==> src/rtl/mwm_pkg.sv <==
// ----------------------------------------------------------------------------
// Mecanum wheel mixer package
// Shared types, codes and fixed widths of the mixer datapath.
// ----------------------------------------------------------------------------
package mwm_pkg;

   // Fixed widths of the register and result fields.
   localparam int CFG_W      = 15;
   localparam int SPEED_W    = 16;
   localparam int NUM_WHEELS = 4;

   // Bit-serial multiply and divide both run over the width of the scale.
   localparam int SPAN_W = CFG_W;
   localparam int CNT_W  = 4;
   localparam logic [CNT_W-1:0] CNT_LAST = CNT_W'(SPAN_W - 1);

   // Register port geometry.
   localparam int CSR_ADDR_W = 5;
   localparam int CSR_DATA_W = 32;
   localparam int REG_IDX_W  = 3;
   localparam logic [CFG_W-1:0] MAX_OUTPUT_RESET = 15'd25600;

   // Wheel lanes.
   localparam int WHEEL_FL = 0;
   localparam int WHEEL_FR = 1;
   localparam int WHEEL_BL = 2;
   localparam int WHEEL_BR = 3;

   // Kind of write carried by a result item.
   localparam int KIND_W = 2;
   typedef enum logic [KIND_W-1:0] {
      KIND_SPEEDS = 2'd0,
      KIND_STOP   = 2'd1,
      KIND_NONE   = 2'd2
   } kind_type;

   // Register indexes.
   typedef enum logic [REG_IDX_W-1:0] {
      REG_MAX_OUTPUT = 3'd0,
      REG_FRICTION_FL = 3'd1,
      REG_FRICTION_FR = 3'd2,
      REG_FRICTION_BL = 3'd3,
      REG_FRICTION_BR = 3'd4
   } reg_index_type;

   // Sequencer states.
   typedef enum logic [2:0] {
      ST_IDLE,
      ST_PREP,
      ST_MUL,
      ST_DIV,
      ST_DONE
   } state_type;

   // Strobes from the sequencer to the wheel lanes.
   typedef struct packed {
      logic load;
      logic mul_step;
      logic div_step;
      logic span_bit;
   } lane_ctrl_type;

endpackage

==> src/rtl/mwm_req_if.sv <==
// ----------------------------------------------------------------------------
// Mixer command channel
// Valid/ready channel that carries one command item.
// ----------------------------------------------------------------------------
interface mwm_req_if #(
   parameter int CMD_WIDTH = 16
) ();

   logic                        valid;
   logic                        ready;
   logic signed [CMD_WIDTH-1:0] strafe_cmd;
   logic signed [CMD_WIDTH-1:0] forward_cmd;
   logic signed [CMD_WIDTH-1:0] turn_cmd;
   logic                        drive_enabled;

   modport source (
      output valid, strafe_cmd, forward_cmd, turn_cmd, drive_enabled,
      input  ready
   );

   modport sink (
      input  valid, strafe_cmd, forward_cmd, turn_cmd, drive_enabled,
      output ready
   );

endinterface

==> src/rtl/mwm_rsp_if.sv <==
// ----------------------------------------------------------------------------
// Mixer result channel
// Valid/ready channel that carries one wheel speed item.
// ----------------------------------------------------------------------------
interface mwm_rsp_if
   import mwm_pkg::*;
();

   logic                      valid;
   logic                      ready;
   logic [KIND_W-1:0]         write_kind;
   logic signed [SPEED_W-1:0] speed_front_left;
   logic signed [SPEED_W-1:0] speed_front_right;
   logic signed [SPEED_W-1:0] speed_back_left;
   logic signed [SPEED_W-1:0] speed_back_right;

   modport source (
      output valid, write_kind, speed_front_left, speed_front_right,
             speed_back_left, speed_back_right,
      input  ready
   );

   modport sink (
      input  valid, write_kind, speed_front_left, speed_front_right,
             speed_back_left, speed_back_right,
      output ready
   );

endinterface

==> src/rtl/mecanum_wheel_mixer_unit.sv <==
// Sequence: an enabled item is taken in idle, then passes through
// (1 setup, 15 multiply steps, 15 divide steps, 1 output load); the load waits for a free output slot.
// A new item is taken only in idle, after the last one is loaded out; each of the four wheel
// lanes has its own bit-serial multiply and divide. A disabled item skips to the output load.
// Reset: synchronous; restores the register defaults and marks motors stopped.
// ----------------------------------------------------------------------------
// Mecanum wheel mixer
// Mixes strafe, forward and turn commands into four wheel percents.
// ----------------------------------------------------------------------------
module mecanum_wheel_mixer_unit
   import mwm_pkg::*;
#(
   parameter int CMD_WIDTH = 16
) (
   input  logic                  clock,
   input  logic                  reset,
   mwm_req_if.sink               req_ch,
   mwm_rsp_if.source             rsp_ch,
   input  logic                  csr_psel,
   input  logic                  csr_penable,
   input  logic                  csr_pwrite,
   input  logic [CSR_ADDR_W-1:0] csr_paddr,
   input  logic [CSR_DATA_W-1:0] csr_pwdata,
   output logic [CSR_DATA_W-1:0] csr_prdata,
   output logic                  csr_pready
);

   localparam int A_W  = CMD_WIDTH + 1;
   localparam int DV_W = A_W + SPAN_W - 1;

   logic [CFG_W-1:0]          max_output;
   logic [CFG_W-1:0]          friction [NUM_WHEELS];
   lane_ctrl_type             lane_ctl;
   logic [A_W-1:0]            w_abs [NUM_WHEELS];
   logic                      w_neg [NUM_WHEELS];
   logic [DV_W-1:0]           divisor;
   logic                      emit;
   kind_type                  kind;
   logic                      slot_free;
   logic signed [SPEED_W-1:0] lane_speed [NUM_WHEELS];

   logic                      rsp_valid_ff, rsp_valid_in;
   logic [KIND_W-1:0]         rsp_kind_ff, rsp_kind_in;
   logic signed [SPEED_W-1:0] rsp_speed_ff [NUM_WHEELS];
   logic signed [SPEED_W-1:0] rsp_speed_in [NUM_WHEELS];

   mwm_csr u_csr (
      .clock       (clock),
      .reset       (reset),
      .csr_psel    (csr_psel),
      .csr_penable (csr_penable),
      .csr_pwrite  (csr_pwrite),
      .csr_paddr   (csr_paddr),
      .csr_pwdata  (csr_pwdata),
      .csr_prdata  (csr_prdata),
      .csr_pready  (csr_pready),
      .max_output  (max_output),
      .friction    (friction)
   );

   mwm_ctrl #(.CMD_WIDTH(CMD_WIDTH)) u_ctrl (
      .clock      (clock),
      .reset      (reset),
      .req_ch     (req_ch),
      .max_output (max_output),
      .friction   (friction),
      .slot_free  (slot_free),
      .lane_ctl   (lane_ctl),
      .w_abs      (w_abs),
      .w_neg      (w_neg),
      .divisor    (divisor),
      .emit       (emit),
      .kind       (kind)
   );

   // One lane per wheel, all stepped together.
   for (genvar g = 0; g < NUM_WHEELS; g++) begin : g_lane
      mwm_lane #(.CMD_WIDTH(CMD_WIDTH)) u_lane (
         .clock      (clock),
         .lane_ctl   (lane_ctl),
         .w_abs      (w_abs[g]),
         .w_neg      (w_neg[g]),
         .divisor    (divisor),
         .friction   (friction[g]),
         .max_output (max_output),
         .speed      (lane_speed[g])
      );
   end

   // Output register; it frees as the waiting item is taken.
   assign slot_free = !rsp_valid_ff || rsp_ch.ready;

   always_comb begin
      rsp_valid_in = rsp_valid_ff;
      rsp_kind_in  = rsp_kind_ff;
      for (int i = 0; i < NUM_WHEELS; i++) begin
         rsp_speed_in[i] = rsp_speed_ff[i];
      end
      if (emit) begin
         rsp_valid_in = 1'b1;
         rsp_kind_in  = kind;
         for (int i = 0; i < NUM_WHEELS; i++) begin
            rsp_speed_in[i] = (kind == KIND_SPEEDS) ? lane_speed[i] : '0;
         end
      end else if (rsp_ch.ready) begin
         rsp_valid_in = 1'b0;
      end
   end

   always_ff @(posedge clock) begin
      if (reset) begin
         rsp_valid_ff <= 1'b0;
      end else begin
         rsp_valid_ff <= rsp_valid_in;
      end
   end

   always_ff @(posedge clock) begin
      rsp_kind_ff <= rsp_kind_in;
      for (int i = 0; i < NUM_WHEELS; i++) begin
         rsp_speed_ff[i] <= rsp_speed_in[i];
      end
   end

   assign rsp_ch.valid             = rsp_valid_ff;
   assign rsp_ch.write_kind        = rsp_kind_ff;
   assign rsp_ch.speed_front_left  = rsp_speed_ff[WHEEL_FL];
   assign rsp_ch.speed_front_right = rsp_speed_ff[WHEEL_FR];
   assign rsp_ch.speed_back_left   = rsp_speed_ff[WHEEL_BL];
   assign rsp_ch.speed_back_right  = rsp_speed_ff[WHEEL_BR];

endmodule

==> src/rtl/mwm_csr.sv <==
// ----------------------------------------------------------------------------
// Mixer register file
// APB-style registers for the output limit and the four friction offsets.
// ----------------------------------------------------------------------------
module mwm_csr
   import mwm_pkg::*;
(
   input  logic                  clock,
   input  logic                  reset,
   input  logic                  csr_psel,
   input  logic                  csr_penable,
   input  logic                  csr_pwrite,
   input  logic [CSR_ADDR_W-1:0] csr_paddr,
   input  logic [CSR_DATA_W-1:0] csr_pwdata,
   output logic [CSR_DATA_W-1:0] csr_prdata,
   output logic                  csr_pready,
   output logic [CFG_W-1:0]      max_output,
   output logic [CFG_W-1:0]      friction [NUM_WHEELS]
);

   logic [CFG_W-1:0] max_output_ff, max_output_in;
   logic [CFG_W-1:0] friction_ff [NUM_WHEELS];
   logic [CFG_W-1:0] friction_in [NUM_WHEELS];
   reg_index_type    reg_index;
   logic             wr_en;
   logic [CFG_W-1:0] rd_value;

   assign csr_pready = 1'b1;
   assign reg_index  = reg_index_type'(csr_paddr[CSR_ADDR_W-1:2]);
   assign wr_en      = csr_psel && csr_penable && csr_pwrite;

   // Write decode; writes past the last register are dropped.
   always_comb begin
      max_output_in = max_output_ff;
      for (int i = 0; i < NUM_WHEELS; i++) begin
         friction_in[i] = friction_ff[i];
      end
      if (wr_en) begin
         unique case (reg_index)
            REG_MAX_OUTPUT:  max_output_in = csr_pwdata[CFG_W-1:0];
            REG_FRICTION_FL: friction_in[WHEEL_FL] = csr_pwdata[CFG_W-1:0];
            REG_FRICTION_FR: friction_in[WHEEL_FR] = csr_pwdata[CFG_W-1:0];
            REG_FRICTION_BL: friction_in[WHEEL_BL] = csr_pwdata[CFG_W-1:0];
            REG_FRICTION_BR: friction_in[WHEEL_BR] = csr_pwdata[CFG_W-1:0];
            default: ;
         endcase
      end
   end

   always_ff @(posedge clock) begin
      if (reset) begin
         max_output_ff <= MAX_OUTPUT_RESET;
         for (int i = 0; i < NUM_WHEELS; i++) begin
            friction_ff[i] <= '0;
         end
      end else begin
         max_output_ff <= max_output_in;
         for (int i = 0; i < NUM_WHEELS; i++) begin
            friction_ff[i] <= friction_in[i];
         end
      end
   end

   // Read mux.
   always_comb begin
      unique case (reg_index)
         REG_MAX_OUTPUT:  rd_value = max_output_ff;
         REG_FRICTION_FL: rd_value = friction_ff[WHEEL_FL];
         REG_FRICTION_FR: rd_value = friction_ff[WHEEL_FR];
         REG_FRICTION_BL: rd_value = friction_ff[WHEEL_BL];
         REG_FRICTION_BR: rd_value = friction_ff[WHEEL_BR];
         default:         rd_value = '0;
      endcase
   end

   assign csr_prdata = {{(CSR_DATA_W-CFG_W){1'b0}}, rd_value};
   assign max_output = max_output_ff;
   assign friction   = friction_ff;

endmodule

==> src/rtl/mwm_lane.sv <==
// ----------------------------------------------------------------------------
// Mixer wheel lane
// Bit-serial multiply of one wheel magnitude by the scale, bit-serial
// restoring divide by the largest magnitude, then friction and clamp.
// ----------------------------------------------------------------------------
module mwm_lane
   import mwm_pkg::*;
#(
   parameter  int CMD_WIDTH = 16,
   localparam int A_W       = CMD_WIDTH + 1,
   localparam int ACC_W     = A_W + SPAN_W,
   localparam int DV_W      = A_W + SPAN_W - 1
) (
   input  logic                      clock,
   input  lane_ctrl_type             lane_ctl,
   input  logic [A_W-1:0]            w_abs,
   input  logic                      w_neg,
   input  logic [DV_W-1:0]           divisor,
   input  logic [CFG_W-1:0]          friction,
   input  logic [CFG_W-1:0]          max_output,
   output logic signed [SPEED_W-1:0] speed
);

   logic [A_W-1:0]     a_ff, a_in;
   logic               neg_ff, neg_in;
   logic [ACC_W-1:0]   acc_ff, acc_in;
   logic [SPAN_W-1:0]  q_ff, q_in;
   logic [ACC_W-1:0]   addend;
   logic [ACC_W-1:0]   divisor_ext;
   logic [ACC_W-1:0]   diff;
   logic               fits;
   logic [SPEED_W-1:0] boosted;
   logic [SPEED_W-1:0] limit_ext;
   logic [SPEED_W-1:0] magnitude;

   // The accumulator holds the product during the multiply and the
   // remainder during the divide.
   assign addend      = lane_ctl.span_bit ? {{SPAN_W{1'b0}}, a_ff} : '0;
   assign divisor_ext = {1'b0, divisor};
   assign diff        = acc_ff - divisor_ext;
   assign fits        = acc_ff >= divisor_ext;

   always_comb begin
      a_in   = a_ff;
      neg_in = neg_ff;
      acc_in = acc_ff;
      q_in   = q_ff;
      priority if (lane_ctl.load) begin
         a_in   = w_abs;
         neg_in = w_neg;
         acc_in = '0;
         q_in   = '0;
      end else if (lane_ctl.mul_step) begin
         acc_in = {acc_ff[ACC_W-2:0], 1'b0} + addend;
      end else if (lane_ctl.div_step) begin
         if (fits) begin
            acc_in = diff;
         end
         q_in = {q_ff[SPAN_W-2:0], fits};
      end
   end

   always_ff @(posedge clock) begin
      a_ff   <= a_in;
      neg_ff <= neg_in;
      acc_ff <= acc_in;
      q_ff   <= q_in;
   end

   // A nonzero quotient gets the wheel's friction added away from zero,
   // then the result is held to the output limit.
   assign boosted   = {1'b0, q_ff} + {1'b0, friction};
   assign limit_ext = {1'b0, max_output};

   always_comb begin
      if (q_ff == '0) begin
         magnitude = '0;
      end else if (boosted > limit_ext) begin
         magnitude = limit_ext;
      end else begin
         magnitude = boosted;
      end
   end

   assign speed = neg_ff ? $signed(-magnitude) : $signed(magnitude);

endmodule

==> src/rtl/mwm_ctrl.sv <==
// ----------------------------------------------------------------------------
// Mixer sequencer
// Takes command items, forms the wheel sums, the divisor and the scale, and
// steps the wheel lanes through the serial multiply and divide.
// ----------------------------------------------------------------------------
module mwm_ctrl
   import mwm_pkg::*;
#(
   parameter  int CMD_WIDTH = 16,
   localparam int A_W       = CMD_WIDTH + 1,
   localparam int SUM_W     = CMD_WIDTH + 2,
   localparam int DV_W      = A_W + SPAN_W - 1
) (
   input  logic             clock,
   input  logic             reset,
   mwm_req_if.sink          req_ch,
   input  logic [CFG_W-1:0] max_output,
   input  logic [CFG_W-1:0] friction [NUM_WHEELS],
   input  logic             slot_free,
   output lane_ctrl_type    lane_ctl,
   output logic [A_W-1:0]   w_abs [NUM_WHEELS],
   output logic             w_neg [NUM_WHEELS],
   output logic [DV_W-1:0]  divisor,
   output logic             emit,
   output kind_type         kind
);

   localparam logic [A_W-1:0] ONE = {2'b01, {(CMD_WIDTH-1){1'b0}}};

   state_type              state_ff, state_in;
   logic [CNT_W-1:0]       cnt_ff, cnt_in;
   logic                   stopped_ff, stopped_in;
   kind_type               kind_ff, kind_in;
   logic signed [SUM_W-1:0] w_ff [NUM_WHEELS];
   logic signed [SUM_W-1:0] w_in [NUM_WHEELS];
   logic signed [SUM_W-1:0] w_negated [NUM_WHEELS];
   logic signed [SUM_W-1:0] s_ext, f_ext, t_ext;
   logic [SPAN_W-1:0]      span_sh_ff, span_sh_in;
   logic [DV_W-1:0]        dv_ff, dv_in;
   logic [A_W-1:0]         mag;
   logic [CFG_W-1:0]       fric_max;
   logic [SPAN_W-1:0]      span;
   logic                   req_fire;

   assign req_ch.ready = (state_ff == ST_IDLE);
   assign req_fire     = req_ch.valid && req_ch.ready;

   // Wheel sums, formed as the item is taken.
   assign s_ext = SUM_W'(req_ch.strafe_cmd);
   assign f_ext = SUM_W'(req_ch.forward_cmd);
   assign t_ext = SUM_W'(req_ch.turn_cmd);

   always_comb begin
      for (int i = 0; i < NUM_WHEELS; i++) begin
         w_in[i] = w_ff[i];
      end
      if (req_fire) begin
         w_in[WHEEL_FL] = f_ext + s_ext + t_ext;
         w_in[WHEEL_FR] = f_ext - s_ext - t_ext;
         w_in[WHEEL_BL] = f_ext - s_ext + t_ext;
         w_in[WHEEL_BR] = f_ext + s_ext - t_ext;
      end
   end

   // Magnitude and direction of each wheel sum.
   always_comb begin
      for (int i = 0; i < NUM_WHEELS; i++) begin
         w_negated[i] = -w_ff[i];
         w_neg[i]     = w_ff[i][SUM_W-1];
         w_abs[i]     = w_neg[i] ? w_negated[i][A_W-1:0] : w_ff[i][A_W-1:0];
      end
   end

   // Divisor is the largest magnitude, never below ONE (a full-scale command); the scale is the
   // limit less the largest friction among the moving wheels.
   always_comb begin
      mag      = ONE;
      fric_max = '0;
      for (int i = 0; i < NUM_WHEELS; i++) begin
         if (w_abs[i] > mag) begin
            mag = w_abs[i];
         end
         if (w_abs[i] != '0 && friction[i] > fric_max) begin
            fric_max = friction[i];
         end
      end
      if (fric_max > max_output) begin
         fric_max = max_output;
      end
      span = max_output - fric_max;
   end

   // Sequencer.
   always_comb begin
      state_in   = state_ff;
      cnt_in     = cnt_ff;
      stopped_in = stopped_ff;
      kind_in    = kind_ff;
      span_sh_in = span_sh_ff;
      dv_in      = dv_ff;
      lane_ctl   = '0;
      emit       = 1'b0;
      unique case (state_ff)
         ST_IDLE: begin
            if (req_fire) begin
               if (req_ch.drive_enabled) begin
                  kind_in    = KIND_SPEEDS;
                  stopped_in = 1'b0;
                  state_in   = ST_PREP;
               end else begin
                  kind_in    = stopped_ff ? KIND_NONE : KIND_STOP;
                  stopped_in = 1'b1;
                  state_in   = ST_DONE;
               end
            end
         end
         ST_PREP: begin
            lane_ctl.load = 1'b1;
            span_sh_in    = span;
            dv_in         = {mag, {(SPAN_W-1){1'b0}}};
            cnt_in        = '0;
            state_in      = ST_MUL;
         end
         ST_MUL: begin
            lane_ctl.mul_step = 1'b1;
            lane_ctl.span_bit = span_sh_ff[SPAN_W-1];
            span_sh_in        = {span_sh_ff[SPAN_W-2:0], 1'b0};
            if (cnt_ff == CNT_LAST) begin
               cnt_in   = '0;
               state_in = ST_DIV;
            end else begin
               cnt_in = cnt_ff + 1'b1;
            end
         end
         ST_DIV: begin
            lane_ctl.div_step = 1'b1;
            dv_in             = dv_ff >> 1;
            if (cnt_ff == CNT_LAST) begin
               cnt_in   = '0;
               state_in = ST_DONE;
            end else begin
               cnt_in = cnt_ff + 1'b1;
            end
         end
         ST_DONE: begin
            if (slot_free) begin
               emit     = 1'b1;
               state_in = ST_IDLE;
            end
         end
         default: state_in = ST_IDLE;
      endcase
   end

   // Control registers.
   always_ff @(posedge clock) begin
      if (reset) begin
         state_ff   <= ST_IDLE;
         cnt_ff     <= '0;
         stopped_ff <= 1'b1;
         kind_ff    <= KIND_NONE;
      end else begin
         state_ff   <= state_in;
         cnt_ff     <= cnt_in;
         stopped_ff <= stopped_in;
         kind_ff    <= kind_in;
      end
   end

   // Datapath registers.
   always_ff @(posedge clock) begin
      for (int i = 0; i < NUM_WHEELS; i++) begin
         w_ff[i] <= w_in[i];
      end
      span_sh_ff <= span_sh_in;
      dv_ff      <= dv_in;
   end

   assign divisor = dv_ff;
   assign kind    = kind_ff;

`ifndef SYNTH
   // A taken item always starts work.
   a_accept_leaves_idle: assert property (@(posedge clock) disable iff (reset)
      req_fire |=> state_ff != ST_IDLE)
      else $error("Accepted item did not leave idle.");

   // A disabled item goes straight to the result with the stop flag set.
   a_disabled_item: assert property (@(posedge clock) disable iff (reset)
      (req_fire && !req_ch.drive_enabled) |=>
         (state_ff == ST_DONE && kind_ff != KIND_SPEEDS && stopped_ff))
      else $error("Disabled item handled wrongly.");

   // An enabled item writes speeds and clears the stop flag.
   a_enabled_item: assert property (@(posedge clock) disable iff (reset)
      (req_fire && req_ch.drive_enabled) |=>
         (state_ff == ST_PREP && kind_ff == KIND_SPEEDS && !stopped_ff))
      else $error("Enabled item handled wrongly.");

   // The divide ends after its last step.
   a_div_ends: assert property (@(posedge clock) disable iff (reset)
      (state_ff == ST_DIV && cnt_ff == CNT_LAST) |=> state_ff == ST_DONE)
      else $error("Divide did not finish on its last step.");
`endif

endmodule
==> src/flat_wrapper.sv <==
// flat-port wrapper written by rule: the top's interface ports become plain ports
module mecanum_wheel_mixer_unit_flat import mwm_pkg::*;
#(
   parameter int CMD_WIDTH = 16
)
  (clock, reset, csr_psel, csr_penable, csr_pwrite, csr_paddr, csr_pwdata, csr_prdata, csr_pready, req_ch_valid, req_ch_strafe_cmd, req_ch_forward_cmd, req_ch_turn_cmd, req_ch_drive_enabled, req_ch_ready, rsp_ch_valid, rsp_ch_write_kind, rsp_ch_speed_front_left, rsp_ch_speed_front_right, rsp_ch_speed_back_left, rsp_ch_speed_back_right, rsp_ch_ready);
  mwm_req_if #(.CMD_WIDTH(CMD_WIDTH)) req_ch_i ();
  mwm_rsp_if rsp_ch_i ();
  input  logic clock;
  input  logic reset;
  input  logic csr_psel;
  input  logic csr_penable;
  input  logic csr_pwrite;
  input  logic [CSR_ADDR_W-1:0] csr_paddr;
  input  logic [CSR_DATA_W-1:0] csr_pwdata;
  output logic [CSR_DATA_W-1:0] csr_prdata;
  output logic csr_pready;
  input wire logic [$bits(req_ch_i.valid)-1:0] req_ch_valid;
  input wire logic [$bits(req_ch_i.strafe_cmd)-1:0] req_ch_strafe_cmd;
  input wire logic [$bits(req_ch_i.forward_cmd)-1:0] req_ch_forward_cmd;
  input wire logic [$bits(req_ch_i.turn_cmd)-1:0] req_ch_turn_cmd;
  input wire logic [$bits(req_ch_i.drive_enabled)-1:0] req_ch_drive_enabled;
  output wire logic [$bits(req_ch_i.ready)-1:0] req_ch_ready;
  output wire logic [$bits(rsp_ch_i.valid)-1:0] rsp_ch_valid;
  output wire logic [$bits(rsp_ch_i.write_kind)-1:0] rsp_ch_write_kind;
  output wire logic [$bits(rsp_ch_i.speed_front_left)-1:0] rsp_ch_speed_front_left;
  output wire logic [$bits(rsp_ch_i.speed_front_right)-1:0] rsp_ch_speed_front_right;
  output wire logic [$bits(rsp_ch_i.speed_back_left)-1:0] rsp_ch_speed_back_left;
  output wire logic [$bits(rsp_ch_i.speed_back_right)-1:0] rsp_ch_speed_back_right;
  input wire logic [$bits(rsp_ch_i.ready)-1:0] rsp_ch_ready;
  assign req_ch_i.valid = req_ch_valid;
  assign req_ch_i.strafe_cmd = req_ch_strafe_cmd;
  assign req_ch_i.forward_cmd = req_ch_forward_cmd;
  assign req_ch_i.turn_cmd = req_ch_turn_cmd;
  assign req_ch_i.drive_enabled = req_ch_drive_enabled;
  assign req_ch_ready = req_ch_i.ready;
  assign rsp_ch_valid = rsp_ch_i.valid;
  assign rsp_ch_write_kind = rsp_ch_i.write_kind;
  assign rsp_ch_speed_front_left = rsp_ch_i.speed_front_left;
  assign rsp_ch_speed_front_right = rsp_ch_i.speed_front_right;
  assign rsp_ch_speed_back_left = rsp_ch_i.speed_back_left;
  assign rsp_ch_speed_back_right = rsp_ch_i.speed_back_right;
  assign rsp_ch_i.ready = rsp_ch_ready;
  mecanum_wheel_mixer_unit #(.CMD_WIDTH(CMD_WIDTH)) u_core (.clock(clock), .reset(reset), .req_ch(req_ch_i), .rsp_ch(rsp_ch_i), .csr_psel(csr_psel), .csr_penable(csr_penable), .csr_pwrite(csr_pwrite), .csr_paddr(csr_paddr), .csr_pwdata(csr_pwdata), .csr_prdata(csr_prdata), .csr_pready(csr_pready));
endmodule
==> config.mk <==
export PLATFORM = sky130hd
export DESIGN_NAME = mecanum_wheel_mixer_unit_flat
export DESIGN_NICKNAME = d
export VERILOG_FILES = /design/src/rtl/mwm_pkg.sv /design/src/rtl/mwm_req_if.sv /design/src/rtl/mwm_rsp_if.sv /design/src/rtl/mecanum_wheel_mixer_unit.sv /design/src/rtl/mwm_csr.sv /design/src/rtl/mwm_lane.sv /design/src/rtl/mwm_ctrl.sv /design/src/flat_wrapper.sv
export SDC_FILE = /design/constraint.sdc
export NUM_CORES = 2
export LEC_CHECK = 0
export BUFFER_PORTS_ARGS = -buffer_cell sky130_fd_sc_hd__buf_4
export CORE_MARGIN = 5
export CORE_UTILIZATION = 60
export DETAILED_ROUTE_END_ITERATION = 8
export GPL_TIMING_DRIVEN = 1
export PLACE_DENSITY = 0.83
export SYNTH_ARGS = -nofsm -noshare
export SYNTH_HDL_FRONTEND = slang
export SYNTH_SLANG_ARGS = --single-unit
==> constraint.sdc <==
create_clock -name clock -period 16.9 [get_ports clock]
set_input_delay 0.845 -clock clock [delete_from_list [all_inputs] [get_ports clock]]
set_output_delay 0.845 -clock clock [all_outputs]
set_load 0.005 [all_outputs]
==> metrics.md <==
| Metric | Value |
|---|---|
| First DRT Iteration DRCs | `roughly 5000` |
| Sequential fraction of the synthesis area | `between 20% and 30%` |
| Slew margin rel. | `between 10% and 20%` |
| Hold WS | `457 ps` |
| Power Density | `approximately 190 nW/um^2` |
| Crit Path Max Fanout | `29` |
| Period minus WS final | `around 15000 ps` |
| Min setup slack post-route | `approximately 2300 ps` |
| Outcome | `finished, final reports clean` |
| MaxCap Viol Count | `0` |
| CP endpoint kind | `flop` |
| Simple-gate area share of the yosys netlist | `just under 20%` |
| Pre-CTS setup slack | `about 2300 ps` |
| Starting Density | `a little over 60%` |
| Synthesized instance count | `around 5800` |
| Count of final setup violators | `0` |
| Initial antenna violation count | `1` |
| Post-Synth Adder-Cell Area | `15.1%` |
| Post-synthesis mux area share | `3.10%` |
| Placer Congestion | `just over 1` |
| Ranking of synthesized cells by area | `edfxtp_1 (16%), ha_1 (14%), dfxtp_1 (11%)` |
| Worst vdd ir | `365 uV` |
| CTS Root Cell | `clkbuf_16` |
| Ys flop type | `dfxtp_1` |
| Slew Limit Fails | `0` |
| Final Hold Fails | `0` |
| I/O Buffers | `about 160` |
| Area Growth Syn to Fin | `8.25%` |
| Worst-Skew Late Latency | `around 670 ps` |
| WP data required | `roughly 17000 ps` |
| Tot Pwr | `about 9.8 mW` |
| Nets | `about 6500` |
| Reg2reg setup slack | `about 2300 ps` |
| Setup TNS | `0 ps` |
| Slowest CP cell | `nor4b_1` |
| # rows | `just over 100` |
| XOR/XNOR Fraction of Synth Area | `7.72%` |
| Top cell types by occurrence after synthesis | `nand2_1 (569), ha_1 (546), nor2_1 (538)` |
| R2r startpoint | `u_core.u_ctrl.w_ff[0][0]` |
| DRT antenna net count | `0` |
| CTS Hold Bufs | `0` |
| Total track usage | `between 30% and 40%` |
| Crit path largest cell delay | `approximately 900 ps` |
| Vias in the first global route | `between 40000 and 50000` |
| Drt first pass iters | `6` |
| R2R cell count | `58` |
| DPL Wire Length | `about 120 mm` |
| RSZ-0062 raised after global routing | `no` |
| CTS Buf Count | `60` |
| Core Area | `between 70000 and 80000 sq um` |
| Largest net degree at the start of global routing | `approximately 160` |
| Final std cells w/o fill | `about 6900` |
| Die W | `between 200 and 300 um` |
| Compound-Gate Fraction of Synth Area | `between 20% and 30%` |
| Share of cells above drive strength 1 | `6.99%` |
| # IOs | `slightly below 200` |
| Clock buffer depth | `3` |
| RR Endpoint | `u_core.u_ctrl.span_sh_ff[13]` |
| Most frequent cell after synthesis | `nand2_1` |
| Leakage | `roughly 23 nW` |
| Overflow after GRT | `0` |
| Post-synth EDFFs | `between 200 and 300` |
| Depth of the CTS H-tree | `2` |
| CTS tree | `done` |
| WL/cell | `approximately 22 um` |
| First-pass GRT wire length | `about 240 mm` |
| Final period util | `a little under 90%` |
| Synth async-reset ratio | `0%` |
| Placed insts | `6836` |
| Largest family of logic cells by synthesized area | `compound AO/OA/AOI/OAI gates` |
| CP Launch Type | `flop` |
| Critical path origin | `u_core.u_ctrl.w_ff[0][0]` |
| Yosys cell types | `~100` |
| Die ar. | `around 85000 sq um` |
| CP endpoint | `u_core.u_ctrl.span_sh_ff[13]` |
| Area of the mapped netlist | `~48000 sq um` |
| Cts repair resizes | `0` |
| Vias per cell | `around 6.5` |
| # DRC | `0` |
| Worst-path clk slew | `approximately 60 ps` |
| Worst-Margin Slew | `between 1000 and 1500 ps` |
| Highest Clock Rate | `68.4 MHz` |
| Setup bufs post-CTS | `0` |
| Cell taking the most area after synthesis | `edfxtp_1` |
| Total wire length | `155 mm` |
| CP Class | `flop to flop` |
| Share of the synthesized area in the top cell type | `~16%` |
| HP Class | `flop to flop` |
| Via count | `~45000` |
| Post-route clock skew | `roughly 47 ps` |
| Crit path DAT | `14990 ps` |
| Warnings from Yosys | `0` |
| #FFs+latches synth | `roughly 530` |
| Die height | `292 um` |
| Syn_area_per_cell | `around 8 sq um` |
| Total clock sinks | `roughly 530` |
[logic make-up after synthesis]
kind of cell / after synthesis
simple gates: 1956
compound gates: 1650
buf+inv: 582
fa+ha+maj: 565
flops: 526
xor+xnor: 420
mux: 142
other cells: 2
[registers in the layout, summed over array words and instances, names as in the netlist, 15 cells and up]
signal and flops:
u_core.g_lane.u_lane.a_ff 66, u_core.u_ctrl.w_ff 70, u_core.u_ctrl.span_sh_ff 15, u_core.u_ctrl.divisor 31
u_core.g_lane.u_lane.q_ff 60, u_core.u_csr.friction 60, u_core.u_csr.max_output 15, u_core.rsp_speed_ff 64
u_core.g_lane.u_lane.acc_ff 128
[worst min-delay path by stage]
stage	startpoint	to	slack, ps	cells past startpoint
3_3_place_gp	u_core.u_csr.max_output[4]	u_core.u_csr.max_output[4]	440	2
2_1_floorplan	u_core.u_ctrl.w_ff[1][0]	u_core.g_lane[1].u_lane.a_ff[0]	420	0
6_report	u_core.u_csr.max_output[4]	u_core.u_csr.max_output[4]	460	2
3_5_place_dp	u_core.u_csr.max_output[4]	u_core.u_csr.max_output[4]	450	2
5_1_grt	req_ch_drive_enabled	u_core.u_ctrl.stopped_ff	470	2
4_1_cts	req_ch_drive_enabled	u_core.u_ctrl.stopped_ff	440	2
[through the flow]
stage                     area [sq um]  utilization [%]
after detailed placement         49600             62.9
after floorplan                  47800                -
after global routing             51700             65.5
after CTS                        51700             65.5
final                            51700             65.5
after global placement           49600             62.9
[worst max-delay path, delay by kind of cell (launching register included)]
kind | cells | cell delay (ps)
XOR/XNOR | 1 | 170
buffers and inverters | 3 | 650
AO/OA/AOI/OAI | 34 | 7230
flip-flops | 1 | 540
AND/OR/NAND/NOR | 10 | 2770
adder cells (fa/ha/maj) | 6 | 1670
multiplexers | 4 | 1240
[layer usage]
layer	track usage (%)	vias to the layer above	share of wire, %
met2	53.2	2303	43
li1	-	21316	-
met5	0	-	0
met4	14.5	0	5.0
met3	5.80	432	11
met1	48.1	21106	41
[cells in the final DEF, fill, tap and decap left out, drive strengths merged, types with 70 or more instances in the layout]
cell type,n
o21a,70
and3,118
ha,546
xnor2,244
o21ai,312
dfxtp,274
xor2,176
nor3,110
a21o,164
nand3,174
mux2i,109
buf,205
inv,309
clkbuf,73
a211oi,131
a21oi,474
nor2,538
edfxtp,252
nand2,569
nor2b,78
o31ai,74
[power breakdown]
group | internal, mW | switching, mW
sequential | 1.88 | 0.363
combinational | 2.40 | 3.79
clock | 0.800 | 0.583
total | 5.07 | 4.74
[area by class of cell]
cell class	count	area (sq um)
diodes	1	2.50
clock buffers	73	1600
clock inverters	39	455
fillers	6768	27200
inverters	304	1150
multi-input cells	4751	32500
flip-flops and latches	526	13100
well taps	1050	1310
repair buffers	205	1550
No activity file was read; power rests on OpenSTA's default activity.
